File: src/sv/ppmcd_pkg.sv
// ----------------------------------------------------------------------------
// ppmcd_pkg
// Shared types and constants of the pulse-position channel decoder.
// ----------------------------------------------------------------------------
package ppmcd_pkg;

    // timing and channel geometry
    localparam int TIME_W   = 16;
    localparam int NUM_CH   = 6;
    localparam int SLOT_W   = 3;
    localparam int VALUE_W  = 8;
    localparam int RDCH_W   = 8;
    localparam int CFG_IDX_W = 2;

    // register reset values
    localparam logic [TIME_W-1:0] CENTER_RESET = 16'd2650;
    localparam logic [TIME_W-1:0] SYNC_RESET   = 16'd10000;

    // slot index value that means no slot armed or written
    localparam logic [SLOT_W-1:0] SLOT_NONE = 3'(NUM_CH);

    // configuration register indexes
    localparam logic [CFG_IDX_W-1:0] REG_CENTER = 2'd0;
    localparam logic [CFG_IDX_W-1:0] REG_SYNC   = 2'd1;

    // edge kinds
    typedef enum logic [1:0] {
        MODE_FALL = 2'd0,
        MODE_RISE = 2'd1,
        MODE_LOST = 2'd2
    } mode_t;

    typedef logic signed [VALUE_W-1:0] chan_value_t;

    // one result request
    typedef struct packed {
        logic        signal_lost;
        logic        sync_seen;
        logic [SLOT_W-1:0] stored_slot;
        chan_value_t read_value;
    } result_t;

    // reset value of a slot: 1..5, then zero
    function automatic chan_value_t slot_reset_value(input int idx);
        chan_value_t v;
        v = (idx < 5) ? chan_value_t'(idx + 1) : '0;
        return v;
    endfunction

    // channel number modulo six, by reciprocal multiply (171/1024) and correction
    function automatic logic [SLOT_W-1:0] channel_mod(input logic [RDCH_W-1:0] x);
        logic [15:0] prod;
        logic [5:0]  quot;
        logic [RDCH_W-1:0] rem;
        prod = 16'(x) * 16'd171;
        quot = prod[15:10];
        rem  = x - RDCH_W'(quot) * RDCH_W'(6);
        return rem[SLOT_W-1:0];
    endfunction

endpackage

File: src/sv/ppmcd_scale.sv
// ----------------------------------------------------------------------------
// ppmcd_scale
// Maps a pulse width to a saturated channel value: (width - center) / 8,
// truncated toward zero and clamped to -127..127.
// ----------------------------------------------------------------------------
module ppmcd_scale
    import ppmcd_pkg::*;
(
    input  logic [TIME_W-1:0] width,
    input  logic [TIME_W-1:0] center,
    output chan_value_t       value
);

    logic signed [TIME_W:0]   diff;
    logic signed [TIME_W:0]   biased;
    logic signed [TIME_W-3:0] quot;

    // signed difference, biased so the shift truncates toward zero
    always_comb
    begin
        diff   = $signed({1'b0, width}) - $signed({1'b0, center});
        biased = diff[TIME_W] ? diff + (TIME_W+1)'(7) : diff;
        quot   = (TIME_W-2)'(biased >>> 3);
    end

    // saturate to the symmetric channel range
    always_comb
    begin
        if (quot > (TIME_W-2)'(127))
        begin
            value = 8'sd127;
        end
        else if (quot < -(TIME_W-2)'(127))
        begin
            value = -8'sd127;
        end
        else
        begin
            value = chan_value_t'(quot);
        end
    end

endmodule

File: src/sv/ppm_channel_decoder_unit.sv
// ----------------------------------------------------------------------------
// ppm_channel_decoder_unit
// Pulse-position RC frame decoder driven by timestamped edge requests.
// ----------------------------------------------------------------------------
// Usage:
//   s_* channel takes one edge request: s_tuser is the edge kind (falling,
//   rising, signal lost), s_tdata carries the timestamp and the channel to
//   read back. Every request gives exactly one result on the m_* channel:
//   the read-back channel value, the slot written, and sync / lost flags.
//   cfg_* writes center_ticks (index 0) and sync_threshold (index 1); it is
//   always ready. The user writes it only while the decoder is idle; unenforced.
// Throughput:
//   results are registered; one request per cycle is sustained while
//   s_tready is high. Decoder state updates at the accepting edge, so the
//   next request sees it at once.
// Reset:
//   rst_n clears the edge state, parks the slot index at "none armed", and
//   loads slots 1,2,3,4,5,0 and the register defaults.
// Stall:
//   an output register plus a one-entry skid buffer hold results while
//   m_tready is low; s_tready drops only when both are full.
// ----------------------------------------------------------------------------
module ppm_channel_decoder_unit
    import ppmcd_pkg::*;
(
    input  logic                 clk,
    input  logic                 rst_n,

    // request stream
    input  logic                 s_tvalid,
    output logic                 s_tready,
    input  logic [23:0]          s_tdata,   // timestamp[15:0], read_channel[23:16]
    input  logic [1:0]           s_tuser,   // mode[1:0]

    // result stream
    output logic                 m_tvalid,
    input  logic                 m_tready,
    output logic [15:0]          m_tdata,   // read_value[7:0], stored_slot[10:8],
                                            // sync_seen[11], signal_lost[12], zero[15:13]

    // configuration writes
    input  logic                 cfg_valid,
    output logic                 cfg_ready,
    input  logic [CFG_IDX_W-1:0] cfg_index,
    input  logic [TIME_W-1:0]    cfg_data
);

    logic [TIME_W-1:0] center_reg;
    logic [TIME_W-1:0] sync_thr_reg;

    logic              awaiting_reg, awaiting_next;
    logic [TIME_W-1:0] start_reg, start_next;
    logic [SLOT_W-1:0] slot_idx_reg, slot_idx_next;
    chan_value_t       chan_reg  [NUM_CH];
    chan_value_t       chan_next [NUM_CH];

    result_t           out_reg, skid_reg, result_next;
    logic              out_valid_reg, skid_valid_reg;

    logic              accept;
    logic              out_free;
    logic [TIME_W-1:0] ts;
    logic [RDCH_W-1:0] rd_raw;
    logic [SLOT_W-1:0] rd_slot;
    logic [TIME_W-1:0] width;
    chan_value_t       scaled;

    // request fields
    assign ts      = s_tdata[TIME_W-1:0];
    assign rd_raw  = s_tdata[TIME_W+RDCH_W-1:TIME_W];
    assign rd_slot = channel_mod(rd_raw);
    assign width   = ts - start_reg;

    assign accept   = s_tvalid && s_tready;
    assign s_tready = !skid_valid_reg;
    assign out_free = !out_valid_reg || m_tready;
    assign cfg_ready = 1'b1;

    ppmcd_scale u_scale
    (
        .width  (width),
        .center (center_reg),
        .value  (scaled)
    );

    // configuration registers
    always_ff @(posedge clk or negedge rst_n)
    begin
        if (!rst_n)
        begin
            center_reg   <= CENTER_RESET;
            sync_thr_reg <= SYNC_RESET;
        end
        else if (cfg_valid && cfg_ready)
        begin
            case (cfg_index)
                REG_CENTER: center_reg   <= cfg_data;
                REG_SYNC:   sync_thr_reg <= cfg_data;
                default:    ;
            endcase
        end
    end

    // edge decode and slot update
    always_comb
    begin
        awaiting_next = awaiting_reg;
        start_next    = start_reg;
        slot_idx_next = slot_idx_reg;
        for (int i = 0; i < NUM_CH; i++)
        begin
            chan_next[i] = chan_reg[i];
        end
        result_next.stored_slot = SLOT_NONE;
        result_next.sync_seen   = 1'b0;
        result_next.signal_lost = 1'b0;

        case (s_tuser)
            MODE_FALL:
            begin
                if (!awaiting_reg)
                begin
                    start_next    = ts;
                    awaiting_next = 1'b1;
                end
            end
            MODE_RISE:
            begin
                if (awaiting_reg)
                begin
                    awaiting_next = 1'b0;
                    if (width >= sync_thr_reg)
                    begin
                        slot_idx_next         = '0;
                        result_next.sync_seen = 1'b1;
                    end
                    else if (slot_idx_reg < SLOT_NONE)
                    begin
                        chan_next[slot_idx_reg] = scaled;
                        result_next.stored_slot = slot_idx_reg;
                        slot_idx_next           = slot_idx_reg + SLOT_W'(1);
                    end
                end
            end
            MODE_LOST:
            begin
                for (int i = 0; i < NUM_CH; i++)
                begin
                    chan_next[i] = '0;
                end
                slot_idx_next           = SLOT_NONE;
                result_next.signal_lost = 1'b1;
            end
            default: ;
        endcase

        result_next.read_value = chan_next[rd_slot];
    end

    // decoder state
    always_ff @(posedge clk or negedge rst_n)
    begin
        if (!rst_n)
        begin
            awaiting_reg <= 1'b0;
            start_reg    <= '0;
            slot_idx_reg <= SLOT_NONE;
            for (int i = 0; i < NUM_CH; i++)
            begin
                chan_reg[i] <= slot_reset_value(i);
            end
        end
        else if (accept)
        begin
            awaiting_reg <= awaiting_next;
            start_reg    <= start_next;
            slot_idx_reg <= slot_idx_next;
            for (int i = 0; i < NUM_CH; i++)
            begin
                chan_reg[i] <= chan_next[i];
            end
        end
    end

    // output register and skid buffer valid flags
    always_ff @(posedge clk or negedge rst_n)
    begin
        if (!rst_n)
        begin
            out_valid_reg  <= 1'b0;
            skid_valid_reg <= 1'b0;
        end
        else if (out_free)
        begin
            out_valid_reg  <= skid_valid_reg || accept;
            skid_valid_reg <= 1'b0;
        end
        else if (accept)
        begin
            skid_valid_reg <= 1'b1;
        end
    end

    // result payloads
    always_ff @(posedge clk)
    begin
        if (out_free)
        begin
            out_reg <= skid_valid_reg ? skid_reg : result_next;
        end
        else if (accept)
        begin
            skid_reg <= result_next;
        end
    end

    assign m_tvalid = out_valid_reg;
    assign m_tdata  = {3'b000, out_reg.signal_lost, out_reg.sync_seen,
                       out_reg.stored_slot, out_reg.read_value};

endmodule
File: config.mk
export PLATFORM = sky130hd
export DESIGN_NAME = ppm_channel_decoder_unit
export DESIGN_NICKNAME = d
export VERILOG_FILES = /design/src/sv/ppmcd_pkg.sv /design/src/sv/ppmcd_scale.sv /design/src/sv/ppm_channel_decoder_unit.sv
export SDC_FILE = /design/constraint.sdc
export NUM_CORES = 1
export LEC_CHECK = 0
export BUFFER_PORTS_ARGS = -buffer_cell sky130_fd_sc_hd__buf_4
export CORE_ASPECT_RATIO = 0.5
export CORE_MARGIN = 1.5
export CORE_UTILIZATION = 60
export DETAILED_ROUTE_END_ITERATION = 6
export GPL_ROUTABILITY_DRIVEN = 0
export PLACE_DENSITY = 0.78
export REMOVE_ABC_BUFFERS = 1
export SLEW_MARGIN = 20
export SYNTH_ARGS = -nofsm -noshare
export SYNTH_HDL_FRONTEND = slang
export SYNTH_SLANG_ARGS = --single-unit
File: constraint.sdc
create_clock -name clk -period 7.9 [get_ports clk]
set_input_delay 0.79 -clock clk [delete_from_list [all_inputs] [get_ports clk]]
set_output_delay 0.79 -clock clk [all_outputs]
set_load 0.1 [all_outputs]
== After elaboration in Yosys (flattened, before gate mapping) ==
Cells that the tools add are included.
W data, S select, Z words.
Storage, ports and cells
  bits in latches: 0
  logic and storage cells: 88
  ROM bits: 0
  memories kept: 0
  bits in writable memories: 0
  output and inout port bits: 19
  bits in registers: 128
Cells by class
  multipliers: 2
  $lt $le $gt $ge: 7
  muxes and demuxes: 27
  reduce and logical (&&, ||, !) cells: 17
  add/sub/neg operators: 5
  div/mod/pow operators: 0
  shifts and indexed selects: 0
  eq/ne operators: 5
  bitwise logic cells: 4
Operators with widths (number)
  $mux W48: 3
  $pmux W48 S2: 1
  $bwmux W48: 1
  $mux W8: 5
  $bmux W8 S3: 1
  $demux W8 S3: 1
  $add A17 B4 Y17 const B: 1
  $mux W17: 1
  $sub A16 B16 Y17: 1
  $ge A16 B16 Y1: 1
  $mul A8 B8 Y16 const B: 1
  $sub A16 B16 Y16: 1
  $mux W3: 5
  $gt A14 B8 Y1 const B: 1
  $lt A14 B8 Y1 const B: 1
  $mux W13: 1
  $ge A4 B4 Y1 const B: 2
  $mux W4: 2
  $not A3 Y4: 2
  $reduce_and A2 Y1: 4
  $mul A6 B2 Y2 const B: 1
  $pmux W3 S2: 1
  $reduce_bool A2 Y1: 3
  $eq A2 B1 Y1 const B: 2
  16 further kinds: 24

== Depth between registers and ports, before layout ==
  depth after elaboration: 16
  gate-level depth with buffers: 28

== Cells and area by module ==
Synthesis repeated with hierarchy kept, for this count alone.
Unflattened totals
  cells, all modules: 1090
  area total of the unflattened synthesis: 10100.9 µm²
By module, submodules not included
  ppm_channel_decoder_unit: area an instance 8777.2 µm², times used 1, cells an instance 906
  ppmcd_scale: area an instance 1323.8 µm², times used 1, cells an instance 184

== Worst setup path after synthesis ==
OpenSTA, ideal clock, no wires.
  kind: input to register
  start point: input port s_tdata[0]
  end point: register out_reg, in the netlist m_tdata[3], data pin
  data required time: 7.636 ns
  stages: 26
  slack: 1.664 ns
  buffers on the path: 1
  arrival: 5.972 ns
  path through: inv_1 ha_1 inv_1 fa_1 a21o_1 a21oi_1 o21ai_0 a21oi_1 o21bai_1 a21oi_1 o21bai_1 a2111o_1 a31o_2 a21oi_1 xnor2_1 ha_1 and4_1 o2111a_1 a211o_1 or4b_1 buf_2 a21o_1 and3_1 a31oi_1 a2111oi_4 o41a_1
Between the ends
  cells in the longest elaborated chain, start to end: 16
Ends and longest elaborated chain
  from (decl): RTL line ppm_channel_decoder_unit.sv:32  | input logic [23:0] s_tdata,
  $sub A16 B16 Y16 (*): RTL line ppm_channel_decoder_unit.sv:72  | assign width = ts - start_reg;
  $sub A16 B16 Y17: RTL line ppmcd_scale.sv:21  | diff = $signed({1'b0, width}) - $signed({1'b0, center});
  $add A17 B4 Y17: RTL line ppmcd_scale.sv:22  | biased = diff[TIME_W] ? diff + (TIME_W+1)'(7) : diff;
  $mux W17: RTL line ppmcd_scale.sv:22
  $lt A14 B8 Y1: RTL line ppmcd_scale.sv:33  | else if (quot < -(TIME_W-2)'(127))
  $mux W8: RTL line ppmcd_scale.sv:33
  $mux W8: RTL line ppmcd_scale.sv:29  | if (quot > (TIME_W-2)'(127))
  $bwmux W48: RTL line ppm_channel_decoder_unit.sv:139  | chan_next[slot_idx_reg] = scaled;
  $mux W48: RTL line ppm_channel_decoder_unit.sv:137  | else if (slot_idx_reg < SLOT_NONE)
  $mux W48 (*): RTL line ppm_channel_decoder_unit.sv:132  | if (width >= sync_thr_reg)
  $mux W48 (*): RTL line ppm_channel_decoder_unit.sv:129  | if (awaiting_reg)
  $pmux W48 S2 (*): RTL line ppm_channel_decoder_unit.sv:118  | case (s_tuser)
  $bmux W8 S3 (*): RTL line ppm_channel_decoder_unit.sv:157  | result_next.read_value = chan_next[rd_slot];
  $mux W8 (implied by the code) (*) (2 in series): RTL line ppm_channel_decoder_unit.sv:157
  $mux W13 (*): RTL line ppm_channel_decoder_unit.sv:209  | out_reg <= skid_valid_reg ? skid_reg : result_next;
  to (signal assigned): RTL line ppm_channel_decoder_unit.sv:209
  to (decl): RTL line ppm_channel_decoder_unit.sv:57  | result_t out_reg, skid_reg, result_next;
Mark *: on every way between the ends. The rest lies on a longest branch, timed or not. The select of a mux whose other input is x is not followed.
A chain may end at the register's enable or synchronous reset.

== Worst setup path in the final report ==
  start point: input port s_tdata[0]
  end point: register out_reg, in the netlist m_tdata[5], data pin
Same word-level chain as after synthesis.

==> impl_results.md <==
* PortBufs at 63
* Fin util at 68.69%
* Post-Route Skew at 0.01373 ns
* Die width at 186.3 um
* Final number of setup-violating endpoints at 0
* Register-to-Register Path Depth at 24
* Total power draw at 5559 uW
* ANT nets after route at 0
* Aggregate global-route resource usage at 29.74%
* P&R area growth vs syn at 11.68%
* Critical Path RT at 8.17 ns
* TNS Setup at 0 ns
* Setup crit start kind: primary input
* Post-synth EDFFs at 26
* Crit path kind: in2reg
* Worst Max-Slew Pin Slew at 0.9198 ns
* Clk root buf: clkbuf_16
* Num rows at 33
* Internal reg-to-reg setup slack at 1.27 ns
* Worst min-delay path category: in2async
* Chip height at 94.66 um
* Sink Count at 128
* CTS tree: built
* Post-Syn Instances at 1147
* Max frequency at 147.8 MHz
* RSZ-0062 raised after global routing: no
* Via Count at 8875
* Crit Reg-Reg Endpoint: m_tdata[5]
* Vias per cell at 6.241
* Number of flip-flops in the largest register at 48
* Static Leak at 0.004905 uW
* PD cells at 493.7 nW/um^2
* R2R Path Start: start_reg[1]
* Max clock buf depth at 2
* Inserted Clock Buffers at 17
* Final hold vios at 0
* Max Cap Viol at 0
* Period utilization at 85.63%
* Post-synth top flop: dfrtp_1
* Sw Share at 50.73%
* Int Pwr at 2739 uW
* Worst-path clk slew at 0.06 ns
* WL per Instance at 17.83 um
* Setup WS pre-CTS at 0.8450 ns
* Non-Filler Instances at 1422
* Largest net degree at the start of global routing at 71
* Antenna diodes at 0
* DR iter-0 viols at 917
* CTS Hold Bufs at 0
* Initial antenna violation count at 0
* Crit path buffers/inverters at 4
* Logic gate share of total power at 66.9%
* Yosys cell types at 96
* Crit path launch: s_tdata[0]
* Synth warn at 0
* Post-CTS Setup Bufs at 0
* DR pass1 iterations at 7
* Slew Viols, Final at 0
* CP most frequent cell: a21oi_1
* FF+latch count, synth at 128
* Async S/R FF share, synth at 79.69%
* Placed cell count at 1390
* Clk network pwr share at 14.5%
* Ports at 68
* Fraction of layout cells with a size suffix above 1 at 16.23%
* DIE AREA at 17640 um^2
* CP Capture Type: flip-flop
* Worst VDD drop at 318.3 uV
* DRC viols at 2
* # fillers at 1271
* Max Fanout on Critical Path at 15
* Post-route setup slack at 1.135 ns
* Drt total wl at 25350 um
* Max-slew headroom at 38.49%
* HPWL Detailed at 18130 um
* Initial core utilization at 61.51%
* Vias in the first global route at 8520
* CTS H-Tree Depth at 4
* Status: complete, but fails checks
* Net Sw Power at 2820 uW
* Average size of a mapped cell at 8.790 um^2
* Later-pin clock latency in the skew report at 0.44 ns
* Crit path time final at 6.765 ns
* Critical path arrival at 7.04 ns
* CTS resizes at 0
* Sequential share of the synthesized area at 33.31%
* First-pass GRT wire length at 42040 um
* Mapped Area at 10080 um^2
* Critical path's top delay family: compound AO/OA/AOI/OAI gates
* Total grt overflow at 0
* CP max-delay cell: or4_1
* # nets final at 1322
* Flop pwr share at 18.6%
* Failing checks: design-rule violations
* Crit-path max cell delay at 0.78 ns
* Core ar. at 16390 um^2
-- metal layers --
metal | global-route usage [%] | up-vias | share of wire, %
met1 | 39.19 | 4248 | 45
met3 | 5.611 | 55 | 7.4
met5 | 0 | - | 0
met2 | 50.03 | 377 | 45
li1 | - | 4195 | -
met4 | 9.756 | 0 | 2.1
-- power by group through the flow --
stage | Combinational [uW] | Clock, uW | Sequential [uW]
global placement | 3520 | 0 | 1030
finish | 3720 | 807 | 1030
detailed placement | 3610 | 0 | 1030
CTS | 3660 | 814 | 1030
global route | 4040 | 840 | 1050
floorplan | 2640 | 0 | 1150
-- cells by family after synthesis --
| family | Yosys count | share of synthesized area, % |
|---|---|---|
| compound gates | 348 | 24.44 |
| simple gates | 338 | 16.12 |
| fa+ha+maj | 91 | 12.26 |
| mux | 34 | 3.748 |
| other cells | 2 | 0.07449 |
| xor+xnor | 37 | 3.214 |
| flops | 128 | 33.31 |
| buf+inv | 169 | 6.838 |
-- through the flow --
step	hold WS (ns)	cell area [um^2]
CTS	0.3086	11260
finish	0.2930	11260
floorplan	0.4519	9798
global route	0.3310	11260
detailed placement	0.4862	10670
global placement	0.4742	10670
-- cells in the mapped netlist (7+ instances only) --
library cell  number  area [um^2]
a211oi_1           7        52.55
nand3_1           38        190.2
nor2b_1           12        75.07
a21oi_1           56        280.3
a31oi_1            8        50.05
dfrtp_1           82         2052
nand2_1          129        484.2
mux2_2            30        337.8
a22o_1             7        61.31
nand4_1           10        62.56
nor3_1            21        105.1
clkbuf_1          42        157.7
buf_2             10        50.05
nand2b_1           9        56.30
xor2_1             7        61.31
a2bb2oi_1         19        166.4
ha_1              78        975.9
o21a_1             8        60.06
edfxtp_1          26        780.8
o31ai_1            9        67.56
fa_1              13        260.3
xnor2_1           30        262.8
and3_1             7        43.79
o21ai_0           95        475.5
o21ai_1           12        60.06
a22oi_1           13        97.59
a21o_1            21        157.7
nor2_1            66        247.7
inv_1            106        397.9
dfstp_2           20        525.5
-- worst reg2reg max path, cell delays in order, from the launching register on --
cell and delay [ns]:
dfrtp_1 0.35, inv_1 0.11, ha_1 0.24, nor2b_1 0.12, o21ai_0 0.26, a21boi_0 0.16, o21ai_0 0.26, a21boi_0 0.16
o21ai_0 0.23, a21oi_1 0.12, o41ai_1 0.53, o2111ai_1 0.28, a21oi_1 0.24, xnor2_1 0.19, ha_1 0.30, and4_1 0.19
o2111a_1 0.17, a211o_1 0.38, buf_4 0.21, or4_1 0.78, or3_1 0.52, o21ai_0 0.09, o21ai_0 0.12, a32o_1 0.29
a31oi_1 0.16
-- cell type report --
type                    instances  area, um^2  area share (%)
multi-input cells             852        6050           53.73
repair buffers                 77       578.1           5.134
inverters                     106       397.9           3.534
clock inverters                13       148.9           1.322
clock buffers                  19       442.9           3.934
well taps                     227       284.0           2.523
flip-flops and latches        128        3358           29.83
-- how the worst max path moves through the flow --
stage,cells after the start,to,slack (ns)
6_report,27,m_tdata[5],1.14
5_1_grt,28,m_tdata[4],0.73
4_1_cts,27,m_tdata[3],1.22
3_5_place_dp,27,m_tdata[3],0.84
3_3_place_gp,27,m_tdata[5],0.94
2_1_floorplan,25,m_tdata[3],1.29
-- placed cells by master (no fill, tap or decap), types with 26 or more instances in the layout --
cell,count
inv_1,106
dfrtp_1,82
a21oi_1,56
xnor2_1,30
nand2_1,129
ha_1,78
edfxtp_1,26
nand3_1,38
buf_4,77
nor2_1,65
o21ai_0,95
mux2_2,30
(Power assumes the default switching activity.)
